### src/rtl/bset_pkg.sv
// Shared types, constants and register codes of the Burning Ship escape-time unit.
`timescale 1ns / 1ps

package bset_pkg;

  // Image geometry and iteration limit.
  localparam int unsigned IMAGE_WIDTH  = 1024;
  localparam int unsigned IMAGE_HEIGHT = 1024;
  localparam logic [9:0]  ITER_LIMIT   = 10'd1023;

  // Fixed-point layout: coordinates are Q4.28, squares are Q56.
  localparam int unsigned FRAC_BITS = 28;
  localparam int unsigned MUL_W     = 32;
  localparam int unsigned PROD_W    = 2 * MUL_W;
  localparam int unsigned PIX_DW    = 13;
  localparam int unsigned COORD_W   = 44;
  localparam int unsigned MAG_W     = 30;
  localparam int unsigned SQ_W      = 59;
  localparam int unsigned Z_W       = 34;

  localparam logic [PIX_DW-1:0] HALF_W = PIX_DW'(IMAGE_WIDTH / 2);
  localparam logic [PIX_DW-1:0] HALF_H = PIX_DW'(IMAGE_HEIGHT / 2);

  // Escape thresholds: 2.0 in Q28 and 4.0 in Q56.
  localparam logic [Z_W-1:0]  TWO_Q28  = Z_W'(64'd1 << (FRAC_BITS + 1));
  localparam logic [SQ_W:0]   FOUR_Q56 = (SQ_W + 1)'(64'd1 << (2 * FRAC_BITS + 2));

  // Configuration register indexes.
  localparam logic [2:0] CFG_STEP_RE   = 3'd0;
  localparam logic [2:0] CFG_STEP_IM   = 3'd1;
  localparam logic [2:0] CFG_OFFSET_RE = 3'd2;
  localparam logic [2:0] CFG_OFFSET_IM = 3'd3;
  localparam logic [2:0] CFG_MAX_ITER  = 3'd4;

  typedef struct packed {
    logic [9:0] pixel_row;
    logic [9:0] pixel_col;
  } in_t;

  typedef struct packed {
    logic [9:0] iter_count;
    logic       in_set;
    logic [3:0] palette_index;
  } out_t;

  typedef struct packed {
    logic [30:0]        step_re;
    logic [30:0]        step_im;
    logic signed [31:0] offset_re;
    logic signed [31:0] offset_im;
    logic [9:0]         max_iter;
  } cfg_t;

  typedef struct packed {
    logic idle;
    logic done;
  } core_stat_t;

endpackage

### src/rtl/bset_mul.sv
// Shared signed 32x32 multiplier with a registered product.
`timescale 1ns / 1ps

module bset_mul (
  input  logic                                  clk,
  input  logic signed [bset_pkg::MUL_W-1:0]     op_a,
  input  logic signed [bset_pkg::MUL_W-1:0]     op_b,
  output logic signed [bset_pkg::PROD_W-1:0]    prod_r
);
  import bset_pkg::*;

  // One product per cycle, registered before any further use.
  always_ff @(posedge clk) begin
    prod_r <= op_a * op_b;
  end

endmodule

### src/rtl/bset_core.sv
// Sequencer and datapath that map a pixel to c and iterate the Burning Ship recurrence.
`timescale 1ns / 1ps

module bset_core (
  input  logic                    clk,
  input  logic                    rst_n,
  input  logic                    start,
  input  bset_pkg::in_t           pix,
  input  bset_pkg::cfg_t          cfg,
  input  logic                    out_free,
  output bset_pkg::core_stat_t    stat,
  output bset_pkg::out_t          res
);
  import bset_pkg::*;

  localparam logic [3:0] S_IDLE  = 4'd0;
  localparam logic [3:0] S_CRE   = 4'd1;
  localparam logic [3:0] S_CIM   = 4'd2;
  localparam logic [3:0] S_INIT  = 4'd3;
  localparam logic [3:0] S_CROSS = 4'd4;
  localparam logic [3:0] S_UPD   = 4'd5;
  localparam logic [3:0] S_SQRE  = 4'd6;
  localparam logic [3:0] S_SQIM  = 4'd7;
  localparam logic [3:0] S_CHK   = 4'd8;
  localparam logic [3:0] S_DONE  = 4'd9;

  localparam logic signed [COORD_W-1:0] C_MAX = COORD_W'(64'sd2147483647);
  localparam logic signed [COORD_W-1:0] C_MIN = COORD_W'(-64'sd2147483648);

  logic [3:0]              state_r, state_nxt;
  logic [9:0]              row_r, col_r, limit_r, n_r;
  logic signed [31:0]      c_re_r, c_im_r;
  logic [MAG_W-1:0]        ar_r, ai_r;
  logic [SQ_W-1:0]         sq_re_r, sq_im_r;

  logic signed [MUL_W-1:0]  op_a, op_b;
  logic signed [PROD_W-1:0] mul_p;
  logic signed [PIX_DW-1:0] dcol, drow;

  logic signed [31:0]       coord_off;
  logic signed [COORD_W-1:0] coord_v;
  logic signed [31:0]       coord_sat;

  logic signed [Z_W-1:0]    re_v, im_v;
  logic [Z_W-1:0]           re_mag, im_mag;
  logic                     z_big;
  logic [SQ_W:0]            sq_sum;
  logic                     sq_big;
  logic [9:0]               limit_eff;

  // Pixel offsets from the image center.
  assign dcol = $signed({3'b000, col_r} - HALF_W);
  assign drow = $signed({3'b000, row_r} - HALF_H);

  // Operand selection for the shared multiplier.
  always_comb begin
    op_a = '0;
    op_b = '0;
    case (state_r)
      S_CRE: begin
        op_a = MUL_W'(dcol);
        op_b = $signed({1'b0, cfg.step_re});
      end
      S_CIM: begin
        op_a = MUL_W'(drow);
        op_b = $signed({1'b0, cfg.step_im});
      end
      S_CROSS: begin
        op_a = $signed({2'b00, ar_r});
        op_b = $signed({2'b00, ai_r});
      end
      S_SQRE: begin
        op_a = $signed({2'b00, ar_r});
        op_b = $signed({2'b00, ar_r});
      end
      S_SQIM: begin
        op_a = $signed({2'b00, ai_r});
        op_b = $signed({2'b00, ai_r});
      end
      default: begin
        op_a = '0;
        op_b = '0;
      end
    endcase
  end

  bset_mul u_mul (
    .clk    (clk),
    .op_a   (op_a),
    .op_b   (op_b),
    .prod_r (mul_p)
  );

  // Coordinate: product plus pan offset, saturated to signed Q4.28.
  assign coord_off = (state_r == S_CIM) ? cfg.offset_re : cfg.offset_im;
  assign coord_v   = mul_p[COORD_W-1:0] + {{(COORD_W-32){coord_off[31]}}, coord_off};

  always_comb begin
    if (coord_v > C_MAX) begin
      coord_sat = 32'sh7FFF_FFFF;
    end else if (coord_v < C_MIN) begin
      coord_sat = 32'sh8000_0000;
    end else begin
      coord_sat = coord_v[31:0];
    end
  end

  // New z from the stored squares and the cross product, with its magnitudes.
  assign re_v = $signed({3'b000, sq_re_r[SQ_W-1:FRAC_BITS]})
              - $signed({3'b000, sq_im_r[SQ_W-1:FRAC_BITS]})
              + {{(Z_W-32){c_re_r[31]}}, c_re_r};
  assign im_v = $signed({2'b00, mul_p[SQ_W-1:FRAC_BITS-1]})
              + {{(Z_W-32){c_im_r[31]}}, c_im_r};
  assign re_mag = re_v[Z_W-1] ? Z_W'(-re_v) : Z_W'(re_v);
  assign im_mag = im_v[Z_W-1] ? Z_W'(-im_v) : Z_W'(im_v);
  assign z_big  = (re_mag > TWO_Q28) || (im_mag > TWO_Q28);

  // Exact |z|^2 > 4 test in Q56.
  assign sq_sum = {1'b0, sq_re_r} + {1'b0, mul_p[SQ_W-1:0]};
  assign sq_big = sq_sum > FOUR_Q56;

  assign limit_eff = (cfg.max_iter > ITER_LIMIT) ? ITER_LIMIT : cfg.max_iter;

  // Sequencer.
  always_comb begin
    state_nxt = state_r;
    unique case (state_r)
      S_IDLE:  if (start) state_nxt = S_CRE;
      S_CRE:   state_nxt = S_CIM;
      S_CIM:   state_nxt = S_INIT;
      S_INIT:  state_nxt = S_CROSS;
      S_CROSS: state_nxt = (n_r == limit_r) ? S_DONE : S_UPD;
      S_UPD:   state_nxt = z_big ? S_DONE : S_SQRE;
      S_SQRE:  state_nxt = S_SQIM;
      S_SQIM:  state_nxt = S_CHK;
      S_CHK:   state_nxt = sq_big ? S_DONE : S_CROSS;
      S_DONE:  if (out_free) state_nxt = S_IDLE;
      default: state_nxt = S_IDLE;
    endcase
  end

  always_ff @(posedge clk) begin
    if (!rst_n) begin
      state_r <= S_IDLE;
    end else begin
      state_r <= state_nxt;
    end
  end

  // Datapath registers.
  always_ff @(posedge clk) begin
    case (state_r)
      S_IDLE: begin
        if (start) begin
          row_r   <= pix.pixel_row;
          col_r   <= pix.pixel_col;
          limit_r <= limit_eff;
        end
      end
      S_CIM:  c_re_r <= coord_sat;
      S_INIT: begin
        c_im_r  <= coord_sat;
        ar_r    <= '0;
        ai_r    <= '0;
        sq_re_r <= '0;
        sq_im_r <= '0;
        n_r     <= '0;
      end
      S_UPD: begin
        ar_r <= re_mag[MAG_W-1:0];
        ai_r <= im_mag[MAG_W-1:0];
      end
      S_SQIM: sq_re_r <= mul_p[SQ_W-1:0];
      S_CHK: begin
        sq_im_r <= mul_p[SQ_W-1:0];
        if (!sq_big) n_r <= n_r + 10'd1;
      end
      default: ;
    endcase
  end

  assign stat.idle = (state_r == S_IDLE);
  assign stat.done = (state_r == S_DONE);

  assign res.iter_count    = n_r;
  assign res.in_set        = (n_r == limit_r);
  assign res.palette_index = n_r[3:0];

endmodule

### src/rtl/burning_ship_escape_time_unit.sv
// Top level of the Burning Ship escape-time unit: configuration, handshakes, result register.
`timescale 1ns / 1ps

// Channel   Direction  Handshake          Payload
// in_       input      in_valid/in_stall  pixel_row, pixel_col
// out_      output     out_valid/out_stall iter_count, in_set, palette_index
// cfg_      input      cfg_we             cfg_index, cfg_wdata
//
// A pixel passes the setup states that map it to c, then the iteration states
// until the limit or the escape is detected, then the done state; its run grows
// with the count n, as the shared multiplier is used three times per iteration.
// Reset is synchronous and active low and loads the register reset values.
// A new pixel is taken while an earlier result still waits in the output
// register; the unit then holds its finished result until that one is taken.

module burning_ship_escape_time_unit (
  input  logic                 clk,
  input  logic                 rst_n,
  input  logic                 in_valid,
  output logic                 in_stall,
  input  bset_pkg::in_t        in_data,
  output logic                 out_valid,
  input  logic                 out_stall,
  output bset_pkg::out_t       out_data,
  input  logic                 cfg_we,
  input  logic [2:0]           cfg_index,
  input  logic [31:0]          cfg_wdata
);
  import bset_pkg::*;

  cfg_t       cfg_r;
  out_t       out_r;
  logic       out_valid_r;
  logic       out_free;
  logic       start;
  core_stat_t stat;
  out_t       res;

  // Configuration registers.
  always_ff @(posedge clk) begin
    if (!rst_n) begin
      cfg_r.step_re   <= 31'd1048576;
      cfg_r.step_im   <= 31'd1048576;
      cfg_r.offset_re <= '0;
      cfg_r.offset_im <= '0;
      cfg_r.max_iter  <= 10'd64;
    end else if (cfg_we) begin
      unique case (cfg_index)
        CFG_STEP_RE:   cfg_r.step_re   <= cfg_wdata[30:0];
        CFG_STEP_IM:   cfg_r.step_im   <= cfg_wdata[30:0];
        CFG_OFFSET_RE: cfg_r.offset_re <= cfg_wdata;
        CFG_OFFSET_IM: cfg_r.offset_im <= cfg_wdata;
        CFG_MAX_ITER:  cfg_r.max_iter  <= cfg_wdata[9:0];
        default: ;
      endcase
    end
  end

  // Input transaction starts the core when it is idle.
  assign in_stall = !stat.idle;
  assign start    = in_valid && stat.idle;

  // Output slot is free when empty or being taken this cycle.
  assign out_free = !out_valid_r || !out_stall;

  bset_core u_core (
    .clk      (clk),
    .rst_n    (rst_n),
    .start    (start),
    .pix      (in_data),
    .cfg      (cfg_r),
    .out_free (out_free),
    .stat     (stat),
    .res      (res)
  );

  // Result register.
  always_ff @(posedge clk) begin
    if (!rst_n) begin
      out_valid_r <= 1'b0;
    end else if (out_free) begin
      out_valid_r <= stat.done;
    end
  end

  always_ff @(posedge clk) begin
    if (out_free && stat.done) begin
      out_r <= res;
    end
  end

  assign out_valid = out_valid_r;
  assign out_data  = out_r;

endmodule
### config.mk
export PLATFORM = sky130hd
export DESIGN_NAME = burning_ship_escape_time_unit
export DESIGN_NICKNAME = d
export VERILOG_FILES = /design/src/rtl/bset_pkg.sv /design/src/rtl/bset_mul.sv /design/src/rtl/bset_core.sv /design/src/rtl/burning_ship_escape_time_unit.sv
export SDC_FILE = /design/constraint.sdc
export NUM_CORES = 2
export LEC_CHECK = 0
export BUFFER_PORTS_ARGS = -buffer_cell sky130_fd_sc_hd__buf_2
export CORE_MARGIN = 2
export CORE_UTILIZATION = 67
export DETAILED_ROUTE_END_ITERATION = 7
export GPL_TIMING_DRIVEN = 0
export PLACE_DENSITY = 0.84
export SETUP_SLACK_MARGIN = 0.15
export SLEW_MARGIN = 15
export SYNTH_ARGS = -nofsm -noshare
export SYNTH_HDL_FRONTEND = slang
export SYNTH_SLANG_ARGS = --single-unit
### constraint.sdc
create_clock -name clk -period 11 [get_ports clk]
set_input_delay 1.1 -clock clk [delete_from_list [all_inputs] [get_ports clk]]
set_output_delay 1.1 -clock clk [all_outputs]
set_load 0.05 [all_outputs]
=== Yosys cells after proc, flatten, opt, wreduce, memory -nomap -nowiden ===
Index checks and enable logic that the tools add are counted.

* $add $sub $neg: 10
* Multiply operators: 1
* Magnitude comparators: 6
* Equal/unequal tests: 17
* Mux-type cells: 19
* Reductions and logical operators: 22

{| class="wikitable"
|+ Operator list
! operator !! count
|-
| $pmux W59 S2 || 2
|-
| $pmux W32 S4 || 1
|-
| $pmux W31 S4 || 1
|-
| $pmux W30 S2 || 2
|-
| $mux W32 || 3
|-
| $gt A34 B30 Y1 const B || 2
|-
| $mux W34 || 2
|-
| $neg A34 Y34 || 2
|-
| $add A59 B59 Y60 || 1
|-
| $gt A60 B59 Y1 const B || 1
|-
| $mul A32 B32 Y59 || 1
|-
| $add A44 B44 Y44 || 1
|-
| $gt A44 B32 Y1 const B || 1
|-
| $lt A44 B32 Y1 const B || 1
|-
| $pmux W4 S10 || 1
|-
| $add A33 B32 Y34 || 1
|-
| $add A34 B34 Y34 || 1
|-
| $sub A31 B31 Y32 || 1
|-
| $sub A10 B10 Y11 const B || 2
|-
| $mux W4 || 5
|-
| $pmux W10 S2 || 1
|-
| $eq A4 B3 Y1 const B || 4
|-
| $reduce_and A2 Y1 || 8
|-
| $add A10 B1 Y10 const B || 1
|-
| 17 further kinds || 29
|}

* Bits in registers: 497
* Output and inout port bits: 17

=== Depth between registers and ports, before layout ===
* Word-level depth: 8
* Depth in mapped cells: 42

=== Cells and area by module ===
From an unflattened synthesis, not the netlist that was laid out.

* Cells, all modules: 7179
* Area, all modules: 67020.5 sq um

{| class="wikitable"
|+ Modules (own cells, without submodules)
! module !! times used !! cells each !! area an instance (sq um)
|-
| bset_mul || 1 || 3945 || 37477.2
|-
| bset_core || 1 || 2730 || 24076.8
|-
| burning_ship_escape_time_unit || 1 || 504 || 5466.5
|}

=== Worst setup path before layout ===
No wires, ideal clock.

* Path type: reg-to-reg
* From: register u_core.state_r[3]
* To: register u_core.u_mul.prod_r[58] in the netlist's numbering
* Arrival: 9.252 ns
* Required time: 10.879 ns
* Path slack: 1.627 ns
* Stages on the path, launching flop included: 38
* Path buffers: 4
* Clock period less this slack: 9.373 ns
* Path through: dfxtp_1 and2b_1 and3_1 clkbuf_1 clkbuf_1 a221oi_1 clkbuf_1 nor2_1 fa_1 inv_1 fa_1 fa_1 fa_1 inv_1 fa_1 inv_1 fa_1 inv_1 [2 not listed] fa_1 inv_1 ha_1 clkbuf_1 a211o_1 a311oi_1 nand2_1 a211oi_1 o31ai_1 o21ai_0 a31oi_1 a21oi_1 a311oi_1 o21ai_0 a21oi_1 a2111oi_0 o21bai_1 xnor2_1

* Cells in the longest elaborated chain, start to end: 4
* Elaborated cells on any way between the ends: 10

{| class="wikitable"
|+ Ends and longest elaborated chain
! what !! RTL line !! RTL
|-
| start: declaration || bset_core.sv:30 || <nowiki>logic [3:0] state_r, state_nxt;</nowiki>
|-
| start signal: assignment || bset_core.sv:146 || <nowiki>state_r <= state_nxt;</nowiki>
|-
| $eq A4 B3 Y1 || bset_core.sv:59 || <nowiki>case (state_r)</nowiki>
|-
| $reduce_or A2 Y1 (no source line) || -- ||
|-
| $pmux W32 S4 / $pmux W31 S4 (equally long branches) || bset_core.sv:59 ||
|-
| $mul A32 B32 Y59 (*) || bset_mul.sv:14 || <nowiki>prod_r <= op_a * op_b;</nowiki>
|-
| end signal: assignment || bset_mul.sv:14 ||
|-
| end: declaration || bset_mul.sv:8 || <nowiki>output logic signed [bset_pkg::PROD_W-1:0] prod_r</nowiki>
|}

Every way passes the cells marked *; elsewhere a longest branch is shown, timed or not.
A chain may end at the register's enable or synchronous reset.

=== Worst setup path after layout ===
* From: register u_core.state_r[3]
* To: register u_core.u_mul.prod_r[52] in the netlist's numbering

The elaborated chain is that of the path after synthesis.

==> run metrics <==
Die H between 300 and 400 µm; count leader, synth inv_1; Fillers 6993; Max Clock Skew 67.3 ps; WP data required 11600 ps; worst r2r src u_core.state_r[3]$_SDFFE_PN0P_; synth-to-layout area growth 7.72%; Register Area 12000 µm²; crit path kind flip-flop to flip-flop; Mean Syn Cell Area just under 9 µm²; Psw 5.43 mW; Slew headroom 2.95%; Synth top cells by count inv_1, fa_1, nand2_1, nor2_1, a21oi_1; gr usage total 50.4%; worst reg2reg path depth 37; RSZ-0062 raised after global routing false; Comb pwr share 59.6%; synth unique cells 110; CTS root buffer clkbuf_16; Hold Crit Depth 2; slew of the pin with the lowest slew margin 1440 ps; wire per inst around 28 µm; Min-Delay Path Class flip-flop to flip-flop; R2R Setup Slk roughly 110 ps; max cap viols 0; largest net degree at the start of global routing just over 60; post-route minimum period 10890 ps; CP max FO 10; slowest CP cell a222oi_1; Critical Path AT 11490 ps; final count of hold timing violations 0; GRT overflow 0; Initial Util between 60% and 70%; number of synthesis warnings 0; detailed placement HPWL around 200 mm; die width around 310 µm; crit path capture type flip-flop; initial antenna violation count 22; Placement Setup Slack -2140 ps; area of the multi-input gates 46500 µm²; sequential-to-total area share from yosys stat 18.8%; Final period util slightly below 100%; share of Yosys cell area claimed by the top area cell type 31.0%; Clock Path Buffers 3; DIE AREA 97300 µm²; initial DRC count roughly 8900; cell mode on critical path fa_1; clock share of power 18.3%; slowest stage delay, CP 570 ps; global-route wire length before repair around 360 mm; top achievable clock speed 91.8 MHz; ys async rst share 0%; Initial DRT Pass Iterations 8; Synth area leaders fa_1, edfxtp_1, ha_1; status finished, violations left; Hold Worst Slack 455 ps; Vias 57550; H-Tree Depth 2; EDFF count, synth ~270; vias in the first global route roughly 56000; Critical Path Source Type flip-flop; Worst-path clk slew 70 ps; core area between 90000 and 100000 µm²; Design Area, Final 68400 µm²; net count after synthesis 8636; residual DRC count 24; hold endpoint cfg_r[5]$_SDFFE_PN0P_; layout cells sized above 1 6.79%; DP Area 66000 µm²; routability cong. 1.14; I/O Buffers 75; Setup violations, final 0; Flop pwr share 22.1%; switching share of power 51.3%; TritonCTS clock tree built; fin util 73.1%; final total power 10.6 mW; clk sinks 465; CTS buffer count 52; Post-Syn Area 63500 µm²; Yosys reg bits 465; failing checks design-rule violations; row cnt between 100 and 150; fin. max-slew vios 0; largest area contributor in the netlist fa_1; hold_sp cfg_r[5]$_SDFFE_PN0P_; worst setup margin 109 ps; Detailed Route WL 245 mm; io pins 77; Critical R2R Capture u_core.u_mul.prod_r[52]$_DFF_P_; Internal 5.16 mW; Nets 8811; leakage power 31.1 nW; Peak VDD IR 0.186 mV; post-synthesis cell count 7209; Clk Latency, worst-skew pair 710 ps; PwrDens between 150 and 200 nW/µm²; Final ANT Viol Nets 0; Vias/cell 6.62; Post-synth top flop edfxtp_1
## how the worst max path moves through the flow
stage,startpoint,to,cells after the start
2_1_floorplan,u_core.state_r[3]$_SDFFE_PN0P_,u_core.u_mul.prod_r[58]$_DFF_P_,37
3_3_place_gp,u_core.state_r[0]$_SDFFE_PN0P_,u_core.u_mul.prod_r[58]$_DFF_P_,33
3_5_place_dp,u_core.state_r[0]$_SDFFE_PN0P_,u_core.u_mul.prod_r[58]$_DFF_P_,35
4_1_cts,u_core.state_r[0]$_SDFFE_PN0P_,u_core.u_mul.prod_r[58]$_DFF_P_,38
5_1_grt,u_core.state_r[3]$_SDFFE_PN0P_,u_core.u_mul.prod_r[52]$_DFF_P_,38
6_report,u_core.state_r[3]$_SDFFE_PN0P_,u_core.u_mul.prod_r[52]$_DFF_P_,37
## cell usage in the layout, fill, tap and decap left out, types with 31 or more instances in the layout
master,n
buf_2,103
o21a_1,39
dfxtp_1,199
nor3_1,64
mux2_2,40
edfxtp_1,265
nand2b_1,42
nor2_1,855
nand4_1,57
inv_1,1063
or3_1,33
o21bai_1,34
a21oi_1,393
a21o_1,104
nand2_1,933
a31oi_1,38
nand3_1,94
clkbuf_16,52
clkbuf_1,199
and2_1,135
nor4_1,31
ha_1,383
xor2_1,80
xnor2_1,182
nor2b_1,41
o21ai_0,178
clkbuf_2,76
and3_1,69
buf_4,45
fa_1,984
a211oi_1,36
## cells by family (layout without fill, tap and decap cells)
logic type | Yosys count | in the layout | synth area share [%]
XOR/XNOR | 263 | 263 | 3.65
other | 0 | 12 | 0
buffers and inverters | 1414 | 1632 | 8.45
flip-flops | 465 | 465 | 18.8
multiplexers | 60 | 60 | 1.04
AND/OR/NAND/NOR | 2480 | 2480 | 17.4
AO/OA/AOI/OAI | 1160 | 1160 | 12.1
adder cells (fa/ha/maj) | 1367 | 1367 | 38.5
## power groups by stage
stage | Sequential [mW] | Combinational, mW | Clock, mW
2_1_floorplan | 2.17 | 3.85 | 0
3_3_place_gp | 2.35 | 5.67 | 0
3_5_place_dp | 2.35 | 5.86 | 0
4_1_cts | 2.32 | 5.94 | 1.92
6_report | 2.35 | 6.31 | 1.94
5_1_grt | 2.33 | 6.61 | 1.99
## sequential cells by signal (all words and copies together), names as in the netlist
name	cells
cfg_r	136
out_data	11
out_valid	1
u_core.ai_r	30
u_core.ar_r	30
u_core.c_im_r	32
u_core.c_re_r	32
u_core.col_r	10
u_core.limit_r	10
u_core.n_r	10
u_core.row_r	10
u_core.sq_im_r	31
u_core.sq_re_r	59
u_core.state_r	4
u_core.u_mul.prod_r	59
## area by class of cell
cell class                 count  area share [%]
timing repair buffer         126            1.24
buffer                       342            2.36
tap                         1254            2.29
inverter                    1067            5.86
clock inverter                33           0.673
multi-input combinational   5330            68.0
antenna                       12          0.0439
clock buffer                  64            2.04
sequential                   465            17.5
## metal layers
layer | part of all wire [%] | vias to the layer above | global-route usage [%]
li1 | - | 23864 | -
met1 | 35 | 27805 | 65.4
met2 | 38 | 4672 | 67.3
met3 | 18 | 1181 | 24.2
met4 | 8.4 | 28 | 32.0
met5 | 0.16 | - | 0.919
## what timing repair did
item	CTS	global route
endpoints found under the setup margin	33	16
pin swaps	12	18
cloned	0	0
hold buffers	0	0
buffers inserted	12	12
resized for setup	148	94
## critical path: cells and delay by family (launching register included)
family / cells / cell delay [ps]
flops: 1 / 370
buf+inv: 9 / 2160
fa+ha+maj: 9 / 3930
simple gates: 6 / 1130
xor+xnor: 1 / 170
compound gates: 12 / 2960
## stage by stage
stage	setup TNS (ps)	std cells
5_1_grt	0	8683
6_report	0	8693
4_1_cts	0	8672
2_1_floorplan	0	7209
3_3_place_gp	-36420	8538
3_5_place_dp	-27660	8565
No activity file was read; power rests on OpenSTA's default activity.
